===== config.mk =====
export PLATFORM = sky130hd
export DESIGN_NAME = integer_matrix_multiply_flat
export DESIGN_NICKNAME = d
export VERILOG_FILES = /design/src/hdl/imm_pkg.sv /design/src/hdl/imm_if.sv /design/src/hdl/imm_ram.sv /design/src/hdl/imm_walk.sv /design/src/hdl/imm_mac.sv /design/src/hdl/integer_matrix_multiply.sv /design/src/flat_wrapper.sv
export SDC_FILE = /design/constraint.sdc
export NUM_CORES = 2
export LEC_CHECK = 0
export BUFFER_PORTS_ARGS = -buffer_cell sky130_fd_sc_hd__buf_2
export CORE_UTILIZATION = 25
export DETAILED_ROUTE_END_ITERATION = 8
export GPL_TIMING_DRIVEN = 0
export MAX_ROUTING_LAYER = met4
export PLACE_DENSITY = 0.41
export SYNTH_ARGS = -nofsm -noshare
export SYNTH_HDL_FRONTEND = slang
export SYNTH_SLANG_ARGS = --single-unit

===== constraint.sdc =====
create_clock -name clk -period 18.6 [get_ports clk]
set_clock_uncertainty 0.15 [all_clocks]
set_input_delay 0.93 -clock clk [delete_from_list [all_inputs] [get_ports clk]]
set_output_delay 0.93 -clock clk [all_outputs]
set_load 0.05 [all_outputs]

===== src/hdl/imm_pkg.sv =====
// ----------------------------------------------------------------------------
// imm_pkg
// Shared widths, codes and types of the integer matrix multiply block.
// ----------------------------------------------------------------------------
package imm_pkg;

  localparam int DIM_DEFAULT = 8;
  localparam int OP_W        = 2;
  localparam int ROW_W       = 3;
  localparam int COL_W       = 3;
  localparam int VALUE_W     = 16;
  localparam int PROD_W      = 2 * VALUE_W;
  localparam int SUM_W       = 36;
  localparam int ROWS_W      = 4;

  localparam logic [ROWS_W-1:0] ROWS_RESET = 4'd8;

  typedef enum logic [OP_W-1:0] {
    OP_LOAD_A = 2'd0,
    OP_LOAD_B = 2'd1,
    OP_START  = 2'd2
  } op_t;

  typedef enum logic [1:0] {
    WALK_IDLE,
    WALK_WAIT,
    WALK_ISSUE
  } walk_state_t;

  // One read slot issued by the walk, carried down the accumulate pipeline.
  typedef struct packed {
    logic             valid;
    logic             first;
    logic             last_k;
    logic             last_elem;
    logic [ROW_W-1:0] row;
    logic [COL_W-1:0] col;
  } mac_ctrl_t;

endpackage


===== src/hdl/imm_if.sv =====
// ----------------------------------------------------------------------------
// imm_if
// Request and response channels of the integer matrix multiply block.
// ----------------------------------------------------------------------------
interface imm_req_if;
  import imm_pkg::*;

  logic                      valid;
  logic                      ready;
  logic [OP_W-1:0]           operation;
  logic [ROW_W-1:0]          row;
  logic [COL_W-1:0]          col;
  logic signed [VALUE_W-1:0] value;

  modport source (output valid, operation, row, col, value, input ready);
  modport sink (input valid, operation, row, col, value, output ready);
endinterface

interface imm_rsp_if;
  import imm_pkg::*;

  logic                    valid;
  logic                    ready;
  logic [ROW_W-1:0]        out_row;
  logic [COL_W-1:0]        out_col;
  logic signed [SUM_W-1:0] product_sum;
  logic                    last;

  modport source (output valid, out_row, out_col, product_sum, last, input ready);
  modport sink (input valid, out_row, out_col, product_sum, last, output ready);
endinterface


===== src/hdl/imm_ram.sv =====
// ----------------------------------------------------------------------------
// imm_ram
// Generic simple dual-port RAM, one write port, one registered read port.
// ----------------------------------------------------------------------------
module imm_ram #(
  parameter int WIDTH = imm_pkg::VALUE_W,
  parameter int DEPTH = imm_pkg::DIM_DEFAULT * imm_pkg::DIM_DEFAULT,
  localparam int AW   = $clog2(DEPTH)
) (
  input  logic             clk,
  input  logic             we,
  input  logic [AW-1:0]    waddr,
  input  logic [WIDTH-1:0] wdata,
  input  logic [AW-1:0]    raddr,
  output logic [WIDTH-1:0] rdata
);

  logic [WIDTH-1:0] mem [DEPTH];

  always_ff @(posedge clk) begin
    if (we) begin
      mem[waddr] <= wdata;
    end
    rdata <= mem[raddr];
  end

endmodule


===== src/hdl/imm_walk.sv =====
// ----------------------------------------------------------------------------
// imm_walk
// Sequencer: walks C element by element and issues the A and B reads.
// ----------------------------------------------------------------------------
module imm_walk #(
  parameter int DIM   = imm_pkg::DIM_DEFAULT,
  localparam int AW   = $clog2(DIM * DIM)
) (
  input  logic                      clk,
  input  logic                      rst,
  input  logic                      start,
  input  logic [imm_pkg::ROWS_W-1:0] rows_eff,
  input  logic                      mac_idle,
  output logic                      busy,
  output imm_pkg::mac_ctrl_t        ctrl,
  output logic [AW-1:0]             a_raddr,
  output logic [AW-1:0]             b_raddr
);
  import imm_pkg::*;

  localparam int IDX_W = $clog2(DIM);
  localparam logic [IDX_W-1:0] LAST_IDX = IDX_W'(DIM - 1);

  walk_state_t      state, state_next;
  logic [IDX_W-1:0] i, j, k;
  logic [IDX_W-1:0] last_row;
  logic             last_elem;

  assign last_elem = (i == last_row) && (j == LAST_IDX);

  always_ff @(posedge clk) begin
    if (rst) begin
      state <= WALK_IDLE;
    end else begin
      state <= state_next;
    end
  end

  // Advance k fastest, then the column, then the row.
  always_ff @(posedge clk) begin
    if (start) begin
      i        <= '0;
      j        <= '0;
      k        <= '0;
      last_row <= IDX_W'(rows_eff - ROWS_W'(1));
    end else if (state == WALK_ISSUE) begin
      if (k == LAST_IDX) begin
        k <= '0;
        if (j == LAST_IDX) begin
          j <= '0;
          i <= i + IDX_W'(1);
        end else begin
          j <= j + IDX_W'(1);
        end
      end else begin
        k <= k + IDX_W'(1);
      end
    end
  end

  always_comb begin
    state_next = state;
    case (state)
      WALK_IDLE: begin
        if (start) begin
          state_next = WALK_WAIT;
        end
      end
      WALK_WAIT: begin
        if (mac_idle) begin
          state_next = WALK_ISSUE;
        end
      end
      WALK_ISSUE: begin
        if (k == LAST_IDX) begin
          state_next = last_elem ? WALK_IDLE : WALK_WAIT;
        end
      end
      default: state_next = WALK_IDLE;
    endcase
  end

  always_comb begin
    busy           = (state != WALK_IDLE);
    ctrl.valid     = (state == WALK_ISSUE);
    ctrl.first     = (k == '0);
    ctrl.last_k    = (k == LAST_IDX);
    ctrl.last_elem = last_elem;
    ctrl.row       = ROW_W'(i);
    ctrl.col       = COL_W'(j);
    a_raddr        = AW'(i) * AW'(DIM) + AW'(k);
    b_raddr        = AW'(k) * AW'(DIM) + AW'(j);
  end

endmodule


===== src/hdl/imm_mac.sv =====
// ----------------------------------------------------------------------------
// imm_mac
// Multiply-accumulate pipeline and result output register.
// ----------------------------------------------------------------------------
module imm_mac (
  input  logic                        clk,
  input  logic                        rst,
  input  imm_pkg::mac_ctrl_t          ctrl,
  input  logic [imm_pkg::VALUE_W-1:0] a_rdata,
  input  logic [imm_pkg::VALUE_W-1:0] b_rdata,
  output logic                        mac_idle,
  imm_rsp_if.source                   rsp
);
  import imm_pkg::*;

  mac_ctrl_t                s1, s2;
  logic signed [PROD_W-1:0] prod;
  logic signed [SUM_W-1:0]  acc;
  logic                     done;
  logic [ROW_W-1:0]         done_row;
  logic [COL_W-1:0]         done_col;
  logic                     done_last;
  logic                     out_valid;
  logic                     load_out;

  assign load_out = done && (!out_valid || rsp.ready);
  assign mac_idle = !s1.valid && !s2.valid && !done;

  // Control stages line up with RAM data, then with the product register.
  always_ff @(posedge clk) begin
    if (rst) begin
      s1 <= '0;
      s2 <= '0;
    end else begin
      s1 <= ctrl;
      s2 <= s1;
    end
  end

  always_ff @(posedge clk) begin
    prod <= $signed(a_rdata) * $signed(b_rdata);
    if (s2.valid) begin
      acc <= s2.first ? SUM_W'(prod) : acc + SUM_W'(prod);
    end
  end

  // Hold the finished sum until the output register frees up.
  always_ff @(posedge clk) begin
    if (rst) begin
      done <= 1'b0;
    end else if (s2.valid && s2.last_k) begin
      done <= 1'b1;
    end else if (load_out) begin
      done <= 1'b0;
    end
  end

  always_ff @(posedge clk) begin
    if (s2.valid && s2.last_k) begin
      done_row  <= s2.row;
      done_col  <= s2.col;
      done_last <= s2.last_elem;
    end
  end

  always_ff @(posedge clk) begin
    if (rst) begin
      out_valid <= 1'b0;
    end else if (load_out) begin
      out_valid <= 1'b1;
    end else if (rsp.ready) begin
      out_valid <= 1'b0;
    end
  end

  always_ff @(posedge clk) begin
    if (load_out) begin
      rsp.out_row     <= done_row;
      rsp.out_col     <= done_col;
      rsp.product_sum <= acc;
      rsp.last        <= done_last;
    end
  end

  assign rsp.valid = out_valid;

endmodule


===== src/hdl/integer_matrix_multiply.sv =====
// ----------------------------------------------------------------------------
// integer_matrix_multiply
// C = A x B over a DIM x DIM matrix B and up to DIM rows of A, exact sums.
// ----------------------------------------------------------------------------
// Usage:
//   req carries one request per handshake (valid and ready both high).
//   A load-A or load-B request writes one signed element at (row, col);
//   loads outside the matrix and the unused operation code are dropped.
//   Loads are taken one per cycle whenever the block is idle.
//   A start request walks C in row-major order for rows_in_use rows
//   (saturated to DIM, none at zero) and emits one response per element
//   on rsp, with last set on the final one.
//   Each element takes DIM reads from the A and B RAMs (one read
//   port each) and then passes through the pipeline and handoff; the
//   walk waits for the pipeline and hold register to empty before it
//   starts the next element, so elements never overlap.
//   req.ready is low from a start until its last element has been issued.
//   When rsp stalls, the finished sum waits in a hold register behind the
//   output register and the walk pauses before the next element.
//   Reset clears the control state and sets rows_in_use to 8; the element
//   RAMs keep no reset value and must be loaded before a start.
//   cfg_we writes rows_in_use from cfg_wdata; write it only while idle.
// ----------------------------------------------------------------------------
module integer_matrix_multiply #(
  parameter int DIM = imm_pkg::DIM_DEFAULT
) (
  input  logic                        clk,
  input  logic                        rst,
  input  logic                        cfg_we,
  input  logic [imm_pkg::ROWS_W-1:0]  cfg_wdata,
  imm_req_if.sink                     req,
  imm_rsp_if.source                   rsp
);
  import imm_pkg::*;

  localparam int AW = $clog2(DIM * DIM);

  logic [ROWS_W-1:0]  rows_in_use;
  logic [ROWS_W-1:0]  rows_eff;
  logic               accept;
  logic               in_range;
  logic [AW-1:0]      waddr;
  logic               a_we, b_we;
  logic               start;
  logic               busy;
  logic               mac_idle;
  mac_ctrl_t          ctrl;
  logic [AW-1:0]      a_raddr, b_raddr;
  logic [VALUE_W-1:0] a_rdata, b_rdata;

  // Row count register; the host writes it only while the block is idle (the block does not enforce this).
  always_ff @(posedge clk) begin
    if (rst) begin
      rows_in_use <= ROWS_RESET;
    end else if (cfg_we) begin
      rows_in_use <= cfg_wdata;
    end
  end

  // Clamp the row count to the rows the RAM holds.
  assign rows_eff = (rows_in_use > ROWS_W'(DIM)) ? ROWS_W'(DIM) : rows_in_use;

  // Take requests only while the walk is not running.
  assign req.ready = !busy;
  assign accept    = req.valid && req.ready;

  // Drop loads that fall outside the DIM x DIM matrix.
  assign in_range = ({1'b0, req.row} < (ROW_W + 1)'(DIM))
                 && ({1'b0, req.col} < (COL_W + 1)'(DIM));
  assign waddr    = AW'(req.row) * AW'(DIM) + AW'(req.col);
  assign a_we     = accept && (req.operation == OP_LOAD_A) && in_range;
  assign b_we     = accept && (req.operation == OP_LOAD_B) && in_range;

  // A start with no rows gives no response and leaves the walk idle.
  assign start = accept && (req.operation == OP_START) && (rows_eff != '0);

  imm_ram #(
    .WIDTH (VALUE_W),
    .DEPTH (DIM * DIM)
  ) u_a_ram (
    .clk   (clk),
    .we    (a_we),
    .waddr (waddr),
    .wdata (req.value),
    .raddr (a_raddr),
    .rdata (a_rdata)
  );

  imm_ram #(
    .WIDTH (VALUE_W),
    .DEPTH (DIM * DIM)
  ) u_b_ram (
    .clk   (clk),
    .we    (b_we),
    .waddr (waddr),
    .wdata (req.value),
    .raddr (b_raddr),
    .rdata (b_rdata)
  );

  imm_walk #(
    .DIM (DIM)
  ) u_walk (
    .clk      (clk),
    .rst      (rst),
    .start    (start),
    .rows_eff (rows_eff),
    .mac_idle (mac_idle),
    .busy     (busy),
    .ctrl     (ctrl),
    .a_raddr  (a_raddr),
    .b_raddr  (b_raddr)
  );

  imm_mac u_mac (
    .clk      (clk),
    .rst      (rst),
    .ctrl     (ctrl),
    .a_rdata  (a_rdata),
    .b_rdata  (b_rdata),
    .mac_idle (mac_idle),
    .rsp      (rsp)
  );

  // The final response of a run closes a row of C.
  a_last_col : assert property (@(posedge clk) disable iff (rst)
    (rsp.valid && rsp.last) |-> (rsp.out_col == COL_W'(DIM - 1)))
    else $error("last response not at final column");

  // A start with rows to walk blocks further requests.
  a_start_blocks : assert property (@(posedge clk) disable iff (rst)
    start |=> !req.ready)
    else $error("request taken right after start");

  // Responses stay inside the matrix.
  a_row_range : assert property (@(posedge clk) disable iff (rst)
    rsp.valid |-> ({1'b0, rsp.out_row} < (ROW_W + 1)'(DIM)))
    else $error("response row outside matrix");

  // Nothing is written into the element RAMs while a walk runs.
  a_no_write_busy : assert property (@(posedge clk) disable iff (rst)
    busy |-> !(a_we || b_we))
    else $error("element write during walk");

endmodule

===== src/flat_wrapper.sv =====
// flat-port wrapper written by rule: the top's interface ports become plain ports
module integer_matrix_multiply_flat import imm_pkg::*;
#(
  parameter int DIM = imm_pkg::DIM_DEFAULT
)
  (clk, rst, cfg_we, cfg_wdata, req_valid, req_operation, req_row, req_col, req_value, req_ready, rsp_valid, rsp_out_row, rsp_out_col, rsp_product_sum, rsp_last, rsp_ready);
  imm_req_if req_i ();
  imm_rsp_if rsp_i ();
  input  logic clk;
  input  logic rst;
  input  logic cfg_we;
  input  logic [imm_pkg::ROWS_W-1:0] cfg_wdata;
  input wire logic [$bits(req_i.valid)-1:0] req_valid;
  input wire logic [$bits(req_i.operation)-1:0] req_operation;
  input wire logic [$bits(req_i.row)-1:0] req_row;
  input wire logic [$bits(req_i.col)-1:0] req_col;
  input wire logic [$bits(req_i.value)-1:0] req_value;
  output wire logic [$bits(req_i.ready)-1:0] req_ready;
  output wire logic [$bits(rsp_i.valid)-1:0] rsp_valid;
  output wire logic [$bits(rsp_i.out_row)-1:0] rsp_out_row;
  output wire logic [$bits(rsp_i.out_col)-1:0] rsp_out_col;
  output wire logic [$bits(rsp_i.product_sum)-1:0] rsp_product_sum;
  output wire logic [$bits(rsp_i.last)-1:0] rsp_last;
  input wire logic [$bits(rsp_i.ready)-1:0] rsp_ready;
  assign req_i.valid = req_valid;
  assign req_i.operation = req_operation;
  assign req_i.row = req_row;
  assign req_i.col = req_col;
  assign req_i.value = req_value;
  assign req_ready = req_i.ready;
  assign rsp_valid = rsp_i.valid;
  assign rsp_out_row = rsp_i.out_row;
  assign rsp_out_col = rsp_i.out_col;
  assign rsp_product_sum = rsp_i.product_sum;
  assign rsp_last = rsp_i.last;
  assign rsp_i.ready = rsp_ready;
  integer_matrix_multiply #(.DIM(DIM)) u_core (.clk(clk), .rst(rst), .cfg_we(cfg_we), .cfg_wdata(cfg_wdata), .req(req_i), .rsp(rsp_i));
endmodule

==> impl_metrics.toml <==
[route]
routed_via_density = 4.44
drt_iter0_drc = 3793
drc_errors = 0
drt_first_pass_iters = 5
vias = 46400
drtAntennaViolNets = 0
routedWlPerCell_um = 26.4
wl_mm = 276

[placed_design]
gp_congestion = 0.816
port_buffers = 69
hpwl_mm = 194
place_area_mm2 = 0.105

[critical_path]
path_class = "register to register"
crit_slowest_cell = "dfxtp_1"
critical_path.top_delay_family = "adder cells"
reg2regPathDepth = 20
crit_path_frequent_cell = "fa_1"
crit_chain = "clkbuf_1 -> nand2_1 -> fa_1 -> fa_1 -> fa_1 -> fa_1 -> inv_1 -> fa_1 -> inv_1 -> fa_1 -> inv_1 -> ha_1 -> nand2_1 -> nor4_1 -> o21ai_0 -> a21oi_1 -> o21ai_1 -> o21bai_1 -> a21oi_1 -> xnor2_1"
cp.required_ns = 19.23
worstPathArrival_ns = 8.01
rrSetupSlack_ns = 11.21
worst-path-buf-inv = 4
critPathMaxFanout = 10
rr_startpoint = "u_core.u_a_ram.rdata[9]$_DFF_P_"
cp-start-kind = "register"
reg2reg_to = "u_core.u_mac.prod[31]$_DFF_P_"
max_stage_delay_ns = 0.75
cp-end-kind = "register"

[floorplan]
coreArea_mm2 = 0.379
fp-row-count = 226
ios = 78
start_util_pct = 25.2
die_h_um = 620
fp.dieW_um = 620
die_area_mm2 = 0.384

[logic_synthesis]
synth_cell_types = 68
netlist_top_cells_area = "edfxtp_1, mux4_2, fa_1"
synth-edff-count = 2137
postSynthAreaPerCell_um2 = 20.0
netlist_instances = 4765
synth_area_mm2 = 0.0955
yosysTopAreaCellShare_pct = 67.2
muxShareOfSynthArea_pct = 15.9
synth_common_cells = "edfxtp_1, mux4_2, inv_1"
async_reset_ff_share_pct = 0
seq_area_frac_synth_pct = 69.3
synth_compound_area_share_pct = 1.48
ys_ff_latch = 2238
synth_top_family_by_area = "multiplexers"
yosys.cell_count.top_type = "edfxtp_1"
yosys_most_used_dff = "edfxtp_1"
synth_area_leader_cell = "edfxtp_1"
syn-num-nets = 5185
synth_xor_area_share_pct = 0.587
synth-simple-area-share_pct = 3.22
yosys_warnings = 0
synthAdderAreaFrac_pct = 7.14

[final_layout]
drive_gt1_share_pct = 26.5
area_growth_pct = 18.5
multiInputGateArea_mm2 = 0.0274
stdcell_area_mm2 = 0.113
fillers = 37100
fin_nets = 5648
utilization_pct = 29.8
seqCellArea_mm2 = 0.0662

[min_path]
holdPathStages = 3
holdPathEnd = "u_core.rows_in_use[0]$_SDFFE_PP0P_"
hold_class = "input port to register"
worstHoldStart = "cfg_wdata[0]"

[global_routing]
first_global_vias = 48600
antenna_found_initial = 26
grt_usage_pct = 14.7
grt_max_degree = 105
grt_pass1_wl_mm = 387
grt_overflow = 0

[timing]
tightest_slew_ns = 1.41
max_freq_mhz = 135
finalHoldViolCount = 0
relSlewSlack_pct = 5.65
setup_viol = 0
rsz0062_at_grt = "no"
slew_violations = 0
min_period_over_period_pct = 39.7
tns_ns = 0
timing.final.crit_period_ns = 7.39

[clock_network]
postCtsSetupRepairBufs = 0
cts_tree = "done"
clock_path_buffers = 4
cts_root_buf = "clkbuf_16"
htree_levels = 4
cts.sinks = 2238
cts-buffers-inserted = 242
clk_pin_slew_ns = 0.06
cts_resized = 0
clk_latency_ns = 0.95
ctsHoldBuffers = 1

[job]
maxCapViolCount = 0

[outcome]
status = "finished clean"
==> metal layers <==
layer | track usage, % | part of all wire (%) | vias up
met3 | 2.03 | 4.3 | 291
met5 | - | 0 | -
li1 | - | - | 19700
met2 | 23.7 | 49 | 1013
met1 | 19.8 | 45 | 25400
met4 | 2.79 | 1.8 | 0
==> flip-flops by register name, summed over array words and instances (netlist names), 2 cells and up <==
name / count
u_core.u_mac.acc: 36
u_core.u_walk.k: 3
u_core.u_mac.s1: 10
u_core.u_mac.s2: 10
u_core.u_mac.rsp.product_sum: 36
u_core.u_walk.state: 2
u_core.u_mac.rsp.out_col: 3
u_core.u_b_ram.mem: 1024
u_core.u_mac.prod: 32
u_core.u_mac.done_row: 3
u_core.rows_in_use: 4
u_core.u_mac.rsp.out_row: 3
u_core.u_b_ram.rdata: 16
u_core.u_walk.last_row: 3
u_core.u_a_ram.rdata: 16
u_core.u_walk.j: 3
u_core.u_a_ram.mem: 1024
u_core.u_walk.i: 3
u_core.u_mac.done_col: 3
==> kinds of logic (layout without fill, tap and decap cells) <==
kind of cell,Yosys count,count (layout)
DFF,2238,2238
muxes,680,680
and+or+nand+nor,642,642
AOI/OAI and AO/OA,220,220
buffers and inverters,534,1195
other,0,13
xor gates and xnor gates,64,64
adders and majority gates,387,387
==> placed cells by master (no fill, tap or decap), types with 18 or more instances in the layout <==
cell	netlist	routed
nor2b_1	25	24
and2_1	135	135
a21oi_1	56	56
ha_1	124	124
fa_1	263	263
buf_1	36	36
buf_4	30	34
clkbuf_16	0	247
mux4_2	672	672
a21o_1	33	33
nand2_1	200	200
o21ai_0	44	44
nor2_1	184	56
bufinv_16	0	23
clkinv_1	0	54
dfxtp_1	101	100
buf_8	0	101
edfxtp_1	2137	2137
xnor2_1	46	46
xor2_1	18	18
clkbuf_1	120	162
clkinv_2	0	46
nor2_2	0	128
buf_2	20	73
buf_16	0	42
inv_1	320	320
buf_6	7	23
==> per-stage QoR <==
step,std cells,setup slack [ns],hold slack (ns)
floorplan,4765,12.61,0.236
global placement,9850,11.17,0.240
detailed placement,9999,11.11,0.243
CTS,10400,11.06,0.0340
global route,10400,10.87,0.0805
finish,10500,11.21,0.116
==> final cells by class <==
| cell class | instances | area share, % |
|---|---|---|
| Timing Repair Buffer | 219 | 2.83 |
| Clock inverter | 146 | 1.25 |
| Tap cell | 5016 | 5.55 |
| Inverter | 321 | 1.06 |
| Buffer | 213 | 0.879 |
| Antenna cell | 13 | 0.0288 |
| Clock buffer | 296 | 5.65 |
| Sequential cell | 2238 | 58.5 |
| Multi-Input combinational cell | 1993 | 24.2 |
==> worst register-to-register path, stage by stage, from the launching register on <==
cell      delay, ns
dfxtp_1        0.75
clkbuf_1       0.62
nand2_1        0.17
fa_1           0.53
fa_1           0.58
fa_1           0.46
fa_1           0.56
inv_1          0.05
fa_1           0.47
inv_1          0.05
fa_1           0.47
inv_1          0.04
ha_1           0.35
nand2_1        0.13
nor4_1         0.53
o21ai_0        0.31
a21oi_1        0.41
o21ai_1        0.23
o21bai_1       0.18
a21oi_1        0.09
xnor2_1        0.12
==> how the worst max path moves through the flow <==
| stage | from | endpoint | slack, ns | cells past startpoint |
|---|---|---|---|---|
| 2_1_floorplan | u_core.u_b_ram.rdata[1]$_DFF_P_ | u_core.u_mac.prod[28]$_DFF_P_ | 12.61 | 23 |
| 3_3_place_gp | u_core.u_a_ram.rdata[9]$_DFF_P_ | u_core.u_mac.prod[31]$_DFF_P_ | 11.17 | 20 |
| 3_5_place_dp | u_core.u_a_ram.rdata[9]$_DFF_P_ | u_core.u_mac.prod[31]$_DFF_P_ | 11.11 | 20 |
| 4_1_cts | u_core.u_a_ram.rdata[9]$_DFF_P_ | u_core.u_mac.prod[31]$_DFF_P_ | 11.06 | 20 |
| 5_1_grt | u_core.u_a_ram.rdata[8]$_DFF_P_ | u_core.u_mac.prod[31]$_DFF_P_ | 10.87 | 20 |
| 6_report | u_core.u_a_ram.rdata[9]$_DFF_P_ | u_core.u_mac.prod[31]$_DFF_P_ | 11.21 | 20 |
Power is not shown: default switching activity piles up to over one toggle a cycle in this logic, so the estimate is an artifact.
